**src/design/sacl_ram.sv**
```systemverilog
// Generic single-write, single-read RAM with registered read data.
// No dependencies.
module sacl_ram #(
  parameter int WIDTH = 8,
  parameter int DEPTH = 16
) (
  input  logic                     clk,
  input  logic                     we,
  input  logic [$clog2(DEPTH)-1:0] waddr,
  input  logic [WIDTH-1:0]         wdata,
  input  logic                     re,
  input  logic [$clog2(DEPTH)-1:0] raddr,
  output logic [WIDTH-1:0]         rdata
);

  logic [WIDTH-1:0] mem [DEPTH];

  always_ff @(posedge clk) begin
    if (we) begin
      mem[waddr] <= wdata;
    end
    if (re) begin
      rdata <= mem[raddr];
    end
  end

endmodule

```
**config.mk**
```make
export PLATFORM = sky130hd
export DESIGN_NAME = sacl_ram
export DESIGN_NICKNAME = d
export VERILOG_FILES = /design/src/design/sacl_ram.sv
export SDC_FILE = /design/constraint.sdc
export NUM_CORES = 1
export LEC_CHECK = 0
export ABC_AREA = 1
export BUFFER_PORTS_ARGS = -buffer_cell sky130_fd_sc_hd__buf_2
export CAP_MARGIN = 40
export CORE_UTILIZATION = 40
export DETAILED_ROUTE_END_ITERATION = 7
export HOLD_SLACK_MARGIN = 0.03
export PLACE_DENSITY_LB_ADDON = 0.1
export SLEW_MARGIN = 0
export SYNTH_ARGS = -nofsm -noshare
export SYNTH_HDL_FRONTEND = slang
export SYNTH_SLANG_ARGS = --single-unit
export TNS_END_PERCENT = 30
```
**constraint.sdc**
```tcl
create_clock -name clk -period 1.6 [get_ports clk]
set_clock_uncertainty 0.05 [all_clocks]
set_input_delay 0.16 -clock clk [delete_from_list [all_inputs] [get_ports clk]]
set_output_delay 0.16 -clock clk [all_outputs]
set_load 0.005 [all_outputs]
```
; Word-level counts from Yosys, hierarchy flattened
; Memory sizes are Yosys's and may differ from the RTL's. A register that Yosys moved wholly into a read port is not among the register bits.
; Cells that the tools add are included.
[word_totals]
ramBits = 128
regBits = 0
out_inout_bits = 8
inputBits = 19
word_cells = 3
n_memories = 1
[memory_table]
columns = memory, words, word_bits, read_ports, rd_clocked_by_memory_dff, wr, line_no
row1 = mem, 16, 8, 1, 1, 1, 16  ; logic [WIDTH-1:0] mem [DEPTH];
[op_classes]
n_mux = 2
[op_table]
columns = op, count
row1 = 1-bit 2-to-1 mux, 2

; Logic depth before layout (Yosys ltp)
[logic_depth]
depth_word = 2
mapped_depth = 8
mapped_depth_nobuf = 7

; Worst setup path after synthesis
; Ideal clock, no wire load.
[synth_path]
kind = input to register
startpoint = input port waddr[2]
endpoint = memory mem[10][0] (enable)
required_time_ns = 1.180
setup_ns = 0.370
path_buffers = 0
cell_stages = 2
slack_ns = 0.439
arrival_time_ns = 0.741
cell_sequence = nand3b_1 > nor2_1
[synth_rtl]
columns = item, line_no
row1 = "start, declared", 9  ; input logic [$clog2(DEPTH)-1:0] waddr,
row2 = "end, declared", 16
; Straight into the memory's write port.

==> reports/metrics.cfg <==
[worst_setup_path]
crit_type = reg2reg
required_ns = 1.72
cp.arrival_ns = 1.35
crit_path_max_fanout = 1
timing.rr.end = rdata[1]
startpoint_type = flip-flop
r2r-start = mem[1][1]
regToRegSetupSlack_ns = 0.37
cp-end-kind = flip-flop
ff2ff_path_depth = 6

[clocking]
cts_root_buf = clkbuf_16
ctsHtreeMaxLevel = 4
cts-resized-gates = 0
tritoncts = done
clock_latency_ns = 0.42
cts-hold-fix-buffers = 0
cts.sinks = 136
clockBufferDepth = 2
cts_buffers = 17
clkTransAtPathRegs_ns = 0.06
cts_setup_buffers = 0

[sta]
rsz0062_at_grt = no
worst_pin_slew_ns = 0.627
finalCritPeriodShare = 0.770
fin_ws_ns = 0.367
whs_ns = 0.0523
relSlewSlack = 0.582
min_period_ns = 1.23
setup_viol = 0
final_hold_viol_count = 0
fin_setup_tns_ns = 0
max_freq_ghz = 0.811
drv_slew = 0

[yosys]
synth_simple_gate_area_share = 0.208
synth_area_um2 = 5850
synth_adder_area_share = 0
synthDistinctLibCells = 11
ys_seq_elements = 136
syn-num-nets = 570
synth_cells = 551
synth_seq_area_share = 0.698
yosysTopAreaCellShare = 0.698
muxShareOfSynthArea = 0
ys_top_cells_by_area = edfxtp_1 (70%), nand2_1 (11%), nand3_1 (8.3%)
synth.largest_area_cell = edfxtp_1
synth_compound_gate_area_share = 0
synth-xor-area-share = 0
yosys_warnings = 0
syn_area_per_cell_um2 = 10.6
synth_top_family_by_area = simple AND/OR/NAND/NOR gates

[layout]
layout.nets = 619
area_growth_pct = 16.9
fill_cells = 1331
drive_gt1_frac = 0.142
final_core_utilization = 0.485
layoutNonFillerInstCount = 793
design_area_um2 = 6830
antenna_cells = 0

[global_route]
antenna_found_initial = 0
grt_max_degree = 43
grt_usage = 0.197
overflow = 0
grt_pass1_wl_um = 20900
grt_pass1_vias = 3658

[detailed_routing]
route.detailed.drc = 0
vias_per_cell = 4.70
wirelength_um = 13400
dr_total_vias = 3731
ant_nets = 0
drtIter0Drc = 276
post_drt_wl_per_cell_um = 16.9
dr.pass1.iters = 5

[floorplanning]
io_pins = 27
die_y_um = 123
dieWidth_um = 123
core_um2 = 14100
row_count = 43
start_util = 0.415
die-area_um2 = 15100

[power]
p_sw_frac = 0.219
seq_power_share = 0.491
power.leakage_nw = 2.95
peakVddDrop_v = 0.000538
p_switching_mw = 1.80
power_density_nw_per_um2 = 1200
power.internal_mw = 6.42
pwr-share-comb = 0.060
total_power_mw = 8.23
p_clk_frac = 0.449

[outcome]
outcome = completed

[flow_run]
cap_violations = 0

[place]
gp_congestion = 0.846
place_ws_ns = 0.0371
placed_cells = 761
place_area_um2 = 6270
placement.io_buffers = 26
hpwl_um = 8640

[min_path]
min-delay-start = re
hold_end = rdata[1]
worst_hold_path.num_cells = 1
min_path_type = in2reg

-- sequential cells by signal (all words and copies together) (netlist names) --
| name | cells |
|---|---|
| mem | 128 |
| rdata | 8 |
-- how the worst max path moves through the flow --
stage / start / cells past startpoint / endpoint
floorplan: waddr[2] / 2 / mem[10][0]
global placement: raddr[0] / 9 / rdata[7]
detailed placement: raddr[0] / 9 / rdata[7]
CTS: mem[3][2] / 6 / rdata[2]
global route: mem[1][1] / 6 / rdata[1]
finish: mem[1][1] / 6 / rdata[1]
-- critical path, stage by stage (launching register included) --
cell	delay [ns]
edfxtp_1	0.36
inv_1	0.06
nand2_1	0.05
nand3_1	0.09
nand3_1	0.15
nand3_1	0.15
nand2_1	0.08
-- logic make-up after synthesis --
logic type / after synthesis
buffers and inverters: 126
and+or+nand+nor: 289
DFF: 136
-- final cells by class --
cell class,count,area [µm²],share of cell area
multi-input combinational,289,1210,0.178
inverter,102,383,0.0560
timing repair buffer,54,365,0.0535
sequential,136,4080,0.598
tap,180,225,0.0330
clock buffer,17,425,0.0623
clock inverter,15,136,0.0200
-- synthesized netlist by cell type --
library cell  number
edfxtp_1         136
buf_2             13
nand3_1           97
inv_2              2
nand2_1          173
nor2_1            17
buf_4              4
nand3b_1           2
buf_1              1
buf_6              6
inv_1            100
-- power groups by stage --
stage | Clock, mW | Combinational [mW] | Sequential, mW
finish | 3.70 | 0.492 | 4.04
global route | 3.90 | 0.557 | 4.04
CTS | 3.76 | 0.504 | 4.04
detailed placement | 0 | 0.502 | 4.11
global placement | 0 | 0.502 | 4.11
floorplan | 0 | 0.281 | 4.11
-- routing by layer --
layer | part of all wire | vias up | GRT usage
li1 | - | 1878 | -
met1 | 0.47 | 1716 | 0.272
met2 | 0.45 | 113 | 0.298
met3 | 0.055 | 24 | 0.0411
met4 | 0.025 | 0 | 0.0953
met5 | 0 | - | 0
-- placed cells by master (no fill, tap or decap) --
| master | instances |
|---|---|
| buf_12 | 2 |
| buf_2 | 26 |
| buf_4 | 26 |
| bufinv_16 | 2 |
| clkbuf_16 | 17 |
| clkinv_1 | 1 |
| clkinv_2 | 7 |
| clkinvlp_4 | 5 |
| edfxtp_1 | 136 |
| inv_1 | 100 |
| inv_2 | 2 |
| nand2_1 | 173 |
| nand3_1 | 97 |
| nand3b_1 | 2 |
| nor2_1 | 17 |
(Power assumes the default switching activity.)
