==> config.mk <==
export PLATFORM = sky130hd
export DESIGN_NAME = sacl_way_scan
export DESIGN_NICKNAME = d
export VERILOG_FILES = /design/src/design/sacl_pkg.sv /design/src/design/sacl_way_scan.sv
export SDC_FILE = /design/constraint.sdc
export NUM_CORES = 1
export LEC_CHECK = 0
export CORE_ASPECT_RATIO = 0.5
export CORE_MARGIN = 1
export CORE_UTILIZATION = 47
export CTS_BUF_LIST = sky130_fd_sc_hd__clkbuf_2 sky130_fd_sc_hd__clkbuf_4 sky130_fd_sc_hd__clkbuf_8
export DETAILED_ROUTE_END_ITERATION = 7
export DONT_BUFFER_PORTS = 1
export GPL_TIMING_DRIVEN = 1
export PLACE_DENSITY_LB_ADDON = 0.15
export SLEW_MARGIN = 20
export SYNTH_ARGS = -nofsm -noshare
export SYNTH_HDL_FRONTEND = slang
export SYNTH_SLANG_ARGS = --single-unit
export TNS_END_PERCENT = 50
==> constraint.sdc <==
create_clock -name clk -period 12.8 [get_ports clk]
set_clock_uncertainty 0.2 [all_clocks]
set_input_delay 3.84 -clock clk [delete_from_list [all_inputs] [get_ports clk]]
set_output_delay 3.84 -clock clk [all_outputs]
set_load 0.01 [all_outputs]
==> src/design/sacl_pkg.sv <==
// Package for the set-associative cache tag lookup.
// Holds the default geometry, the sequencer state type and the scan control word.
// No dependencies.
package sacl_pkg;

  localparam int DEF_BLOCK_BYTES = 64;
  localparam int DEF_SET_COUNT   = 512;
  localparam int DEF_WAY_COUNT   = 4;
  localparam int DEF_ADDR_BITS   = 48;

  localparam int TIME_W  = 32;
  localparam int COUNT_W = 32;

  typedef enum logic [1:0] {
    ST_CLEAR,
    ST_IDLE,
    ST_SCAN,
    ST_UPDATE
  } state_t;

  typedef struct packed {
    logic start;
    logic valid;
  } scan_ctl_t;

endpackage

==> src/design/sacl_way_scan.sv <==
// Way scan unit: one tag compare and one victim compare per cycle over the ways of a set.
// Records the hit way, the first invalid way and the replacement victim.
// Depends on sacl_pkg.
module sacl_way_scan
  import sacl_pkg::*;
#(
  parameter int TAG_W = 33,
  parameter int WAY_W = 2
) (
  input  logic                            clk,
  input  scan_ctl_t                       ctl,
  input  logic [WAY_W-1:0]                way,
  input  logic [TAG_W+TIME_W+COUNT_W+1:0] rline,
  input  logic                            mode,
  input  logic [TAG_W-1:0]                req_tag,
  output logic                            hit_found,
  output logic [WAY_W-1:0]                hit_way,
  output logic [TAG_W+TIME_W+COUNT_W+1:0] hit_line,
  output logic                            inv_found,
  output logic [WAY_W-1:0]                inv_way,
  output logic [WAY_W-1:0]                vic_way,
  output logic [TAG_W+TIME_W+COUNT_W+1:0] vic_line
);

  localparam int TOUCH_LO = COUNT_W;
  localparam int TAG_LO   = COUNT_W + TIME_W;
  localparam int VALID_B  = TAG_W + TIME_W + COUNT_W + 1;

  logic               r_valid;
  logic [TAG_W-1:0]   r_tag;
  logic [TIME_W-1:0]  r_touch;
  logic [COUNT_W-1:0] r_count;
  logic [TIME_W-1:0]  v_touch;
  logic [COUNT_W-1:0] v_count;
  logic               better;

  assign r_valid = rline[VALID_B];
  assign r_tag   = rline[TAG_LO +: TAG_W];
  assign r_touch = rline[TOUCH_LO +: TIME_W];
  assign r_count = rline[COUNT_W-1:0];
  assign v_touch = vic_line[TOUCH_LO +: TIME_W];
  assign v_count = vic_line[COUNT_W-1:0];
  assign better  = mode ? (r_touch < v_touch) : (r_count < v_count);

  always_ff @(posedge clk) begin
    if (ctl.start) begin
      hit_found <= 1'b0;
      inv_found <= 1'b0;
    end else if (ctl.valid) begin
      if (r_valid && (r_tag == req_tag) && !hit_found) begin
        hit_found <= 1'b1;
        hit_way   <= way;
        hit_line  <= rline;
      end
      if (!r_valid && !inv_found) begin
        inv_found <= 1'b1;
        inv_way   <= way;
      end
      if ((way == '0) || better) begin
        vic_way  <= way;
        vic_line <= rline;
      end
    end
  end

endmodule

# --- Yosys cells after proc, flatten, opt, wreduce, memory -nomap -nowiden ---
# Index checks and enable logic that the tools add are counted.
# Widths: inputs -> output; s select.
op_classes:
  n_eq_ne: 1
  n_mux: 1
  magnitude_cmp: 2
  n_bitwise: 1
  reduce_logical: 13
ops:
  columns: ["cell", "count"]
  rows:
  - ["$lt 32x32->1", 2]
  - ["$eq 33x33->1", 1]
  - ["$reduce_and 3->1", 3]
  - ["$reduce_and 2->1", 2]
  - ["$logic_and 1x1->1", 3]
  - ["$logic_not 1->1", 3]
  - ["$logic_not 2->1", 1]
  - ["$logic_or 1x1->1", 1]
  - ["$mux 1", 1]
  - ["$not 1->1", 1]
word_totals:
  out_inout_bits: 206
  ff_bits: 206

# --- Logic depth before layout (Yosys ltp) ---
logic_depth:
  ltp_word: 4
  ltp_mapped: 7
  mapped_depth_nobuf: 7

# --- Worst setup path before layout ---
# OpenSTA, ideal clock, no wires.
synth_path:
  path_kind: "input-to-reg"
  start: "in rline[1]"
  end: "reg vic_line[0] (enable)"
  n_path_buf: 0
  slack_ps: -345
  setup_ps: 713
  arrival_ps: 12231
  path_stages: 5
  cell_sequence: "ha_1 -> a2111oi_0 -> or4_1 -> a31oi_1 -> o32ai_1"
synth_between:
  elab_chain_cells: 4
synth_lines:
  columns: ["item", "line_no", "text"]
  rows:
  - ["start: declaration", "sacl_way_scan.sv:13", "input logic [TAG_W+TIME_W+COUNT_W+1:0] rline,"]
  - ["$lt 32x32->1", "sacl_way_scan.sv:43", "assign better = mode ? (r_touch < v_touch) : (r_count < v_count);"]
  - ["$mux 1", "sacl_way_scan.sv:43", null]
  - ["$logic_or 1x1->1", "sacl_way_scan.sv:59", "if ((way == '0) || better) begin"]
  - ["$reduce_and 3->1 (no source line)", null, null]
  - ["end signal: assignment", "sacl_way_scan.sv:61", "vic_line <= rline;"]
  - ["end: declaration", "sacl_way_scan.sv:22", "output logic [TAG_W+TIME_W+COUNT_W+1:0] vic_line"]
# No other way between the ends.
# A chain may end at the register's enable or synchronous reset.

# --- Worst setup path after layout ---
layout_path:
  start: "in req_tag[2]"
  end: "reg hit_line[69] (enable)"
layout_between:
  elab_chain_cells: 4
layout_lines:
  columns: ["item", "line_no", "text"]
  rows:
  - ["start: declaration", "sacl_way_scan.sv:15", "input logic [TAG_W-1:0] req_tag,"]
  - ["$eq 33x33->1", "sacl_way_scan.sv:50", "if (r_valid && (r_tag == req_tag) && !hit_found) begin"]
  - ["$logic_and 1x1->1 (2 in a row)", "sacl_way_scan.sv:50", null]
  - ["$reduce_and 3->1 (no source line)", null, null]
  - ["end signal: assignment", "sacl_way_scan.sv:53", "hit_line <= rline;"]
  - ["end: declaration", "sacl_way_scan.sv:18", "output logic [TAG_W+TIME_W+COUNT_W+1:0] hit_line,"]
# No other way between the ends.

==> metrics.yaml <==
placed_design:
  port_buffers: 0
  gp_congestion: 0.7638
  dp_slack_ns: 6.136
  dp_hpwl_um: 12720
clocking:
  root_buffer: "clkbuf_8"
  cts_tree: "done"
  hold_buffers: 0
  cts_sinks: 206
  clockBufferDepth: 3
  post_cts_buffers: 0
  htree_levels: 1
  cts-resized-gates: 0
  clk_latency_ns: 0.54
  cts_buffers: 30
  clk_pin_slew_ns: 0.07
power:
  p_per_area_nw_per_um2: 150.0
  power_frac_comb_pct: 4.8
  p_clk_share_pct: 37.1
  p_int_mw: 1.067
  cellLeakagePower_nw: 3.372
  ir_drop_mv: 0.08101
  seqPwrFrac_pct: 58.1
  switching_share_pct: 21.61
  switchingPower_uw: 294.3
  power_mw: 1.362
route:
  antenna_left: 0
  viasPerCell: 5.231
  drt_first_pass_iters: 6
  routedWlPerCell_um: 22.41
  drt_iter0_drc: 176
  vias: 4012
  totalWireLength_um: 17190
  drc: 0
worst_hold_path:
  min_path_cells: 2
  worst_hold_path_type: "register to register"
  hold_end: "inv_found"
  min_from: "inv_found"
die:
  rows: 33
  die_h_um: 95.19
  start_util_pct: 48.93
  die_area_sq_um: 17930
  die_x_um: 188.4
  io_pins: 344
  core_area_sq_um: 16680
worst_setup_path:
  cp-start-kind: "primary input"
  arrival_ns: 6.00
  ff2ff_path_depth: 8
  endpoint_kind: "register"
  crit_type: "primary input to register"
  crit_fanout: 45
  r2r-start: "vic_line[23]"
  r2r_setup_slack_ns: 9.81
  critical_path_required_ns: 12.77
  regToRegEndpoint: "vic_line[93]"
cells_and_area:
  drive_above_1_share_pct: 10.56
  utilization_pct: 54.40
  nNetsFinal: 721
  areaGrowthSynthToFinish_pct: 11.17
  num_antenna_cells: 0
synthesis:
  synth.avg_cell_area_sq_um: 16.87
  ys_types: 39
  syn_nets: 684
  synthArstFlopShare_pct: 0
  ys_ff_latch: 206
  yosysWarnings: 0
  synthTopCellsByArea: "edfxtp_1 (75%), ha_1 (9.5%), xor2_1 (3.1%), inv_1 (2.9%), a21oi_1 (1.7%)"
  synth_top_area_cell: "edfxtp_1"
  synth-main-ff-cell: "edfxtp_1"
  yosys-top-cells-count: "edfxtp_1 (204), inv_1 (63), ha_1 (62)"
  synth_top_area_share_pct: 75.05
  syn-cell-area_sq_um: 8163
  synth_most_common_cell: "edfxtp_1"
  synthCells: 484
  synth-edff-count: 204
  synth_seq_area_share_pct: 75.54
global_routing:
  grt_pass1_wl_um: 24200
  grt_use_total_pct: 18.19
  gr-total-overflow: 0
  grt_max_degree: 61
  antenna_found_initial: 0
  grt_pass1_vias: 4092
timing:
  slew_headroom_pct: 46.96
  hold_viol_final: 0
  holdWs_ns: 0.3869
  min_period_ns: 6.032
  fin_ws_ns: 6.768
  worstMarginPinSlew_ns: 0.7955
  setup_viol: 0
  min_period_over_period_pct: 47.13
  maxSlewViolCount: 0
  finalSetupTns_ns: 0
  rsz0062_at_grt: "false"
  max_freq_ghz: 0.1658
job:
  drv_cap: 0
run_status:
  outcome: "finished clean"
state kept, by name, indices dropped and copies added, names as in the netlist:
register,count
hit_line,99
vic_line,99
hit_way,2
inv_way,2
vic_way,2
hit_found,1
inv_found,1
power by group through the flow:
stage               Clock, mW  Sequential (mW)  Combinational, mW
floorplan                   0            0.803             0.0502
global placement            0            0.806             0.0653
detailed placement          0            0.806             0.0660
CTS                     0.523            0.792             0.0667
global route            0.548            0.793             0.0778
finish                  0.505            0.791             0.0653
metrics by stage:
step	cell area [sq um]	std cells
after global routing	9075	767
after detailed placement	8503	716
after floorplan	8170	484
after global placement	8503	716
final	9075	767
after CTS	9075	767
placed cells by master (no fill, tap or decap), drive strengths merged, types with 9 or more instances in the layout:
master and instances:
edfxtp 204, inv 64, ha 62, clkbuf 41, xor2 29, a21oi 27, nand2 19, o21ai 11
nand4 9, nor4 9, clkinv 9
per-layer routing:
| metal | wire length, um | track usage, % |
|---|---|---|
| met1 | 6664 | 20.72 |
| met3 | 1622 | 7.913 |
| met2 | 8644 | 31.64 |
| met4 | 259 | 5.040 |
| met5 | 0 | 0 |
logic make-up after synthesis:
family	after synthesis	share of synthesized area (%)
buffers and inverters	65	2.989
adder cells (fa/ha/maj)	62	9.503
flip-flops	206	75.54
AND/OR/NAND/NOR	65	4.598
XOR/XNOR	33	3.541
AO/OA/AOI/OAI	53	3.832
critical path, stage by stage:
cell and delay (ns):
xor2_1 0.16, nor4_1 0.46, nand4_1 0.21, nor4_4 0.20, buf_4 0.46, buf_4 0.60
worst max path at each step:
stage                start            to  slack [ns]  cells after the start
2_1_floorplan    rline[27]   vic_line[0]        3.35                      6
3_3_place_gp    req_tag[2]  hit_line[44]        6.22                      6
3_5_place_dp    req_tag[2]  hit_line[44]        6.14                      6
4_1_cts         req_tag[2]  hit_line[44]        6.73                      6
5_1_grt        req_tag[12]    hit_way[1]        6.62                      6
6_report        req_tag[2]  hit_line[69]        6.77                      6
cell type report:
cell class                 instances  area (sq um)
fill                            1404          7606
sequential                       206          6166
multi-input combinational        213          1772
clock buffer                      41         501.7
tap                              227         284.0
inverter                          65         244.0
clock inverter                    10         70.07
timing repair buffer               5         37.54
No activity file was read; power rests on OpenSTA's default activity.
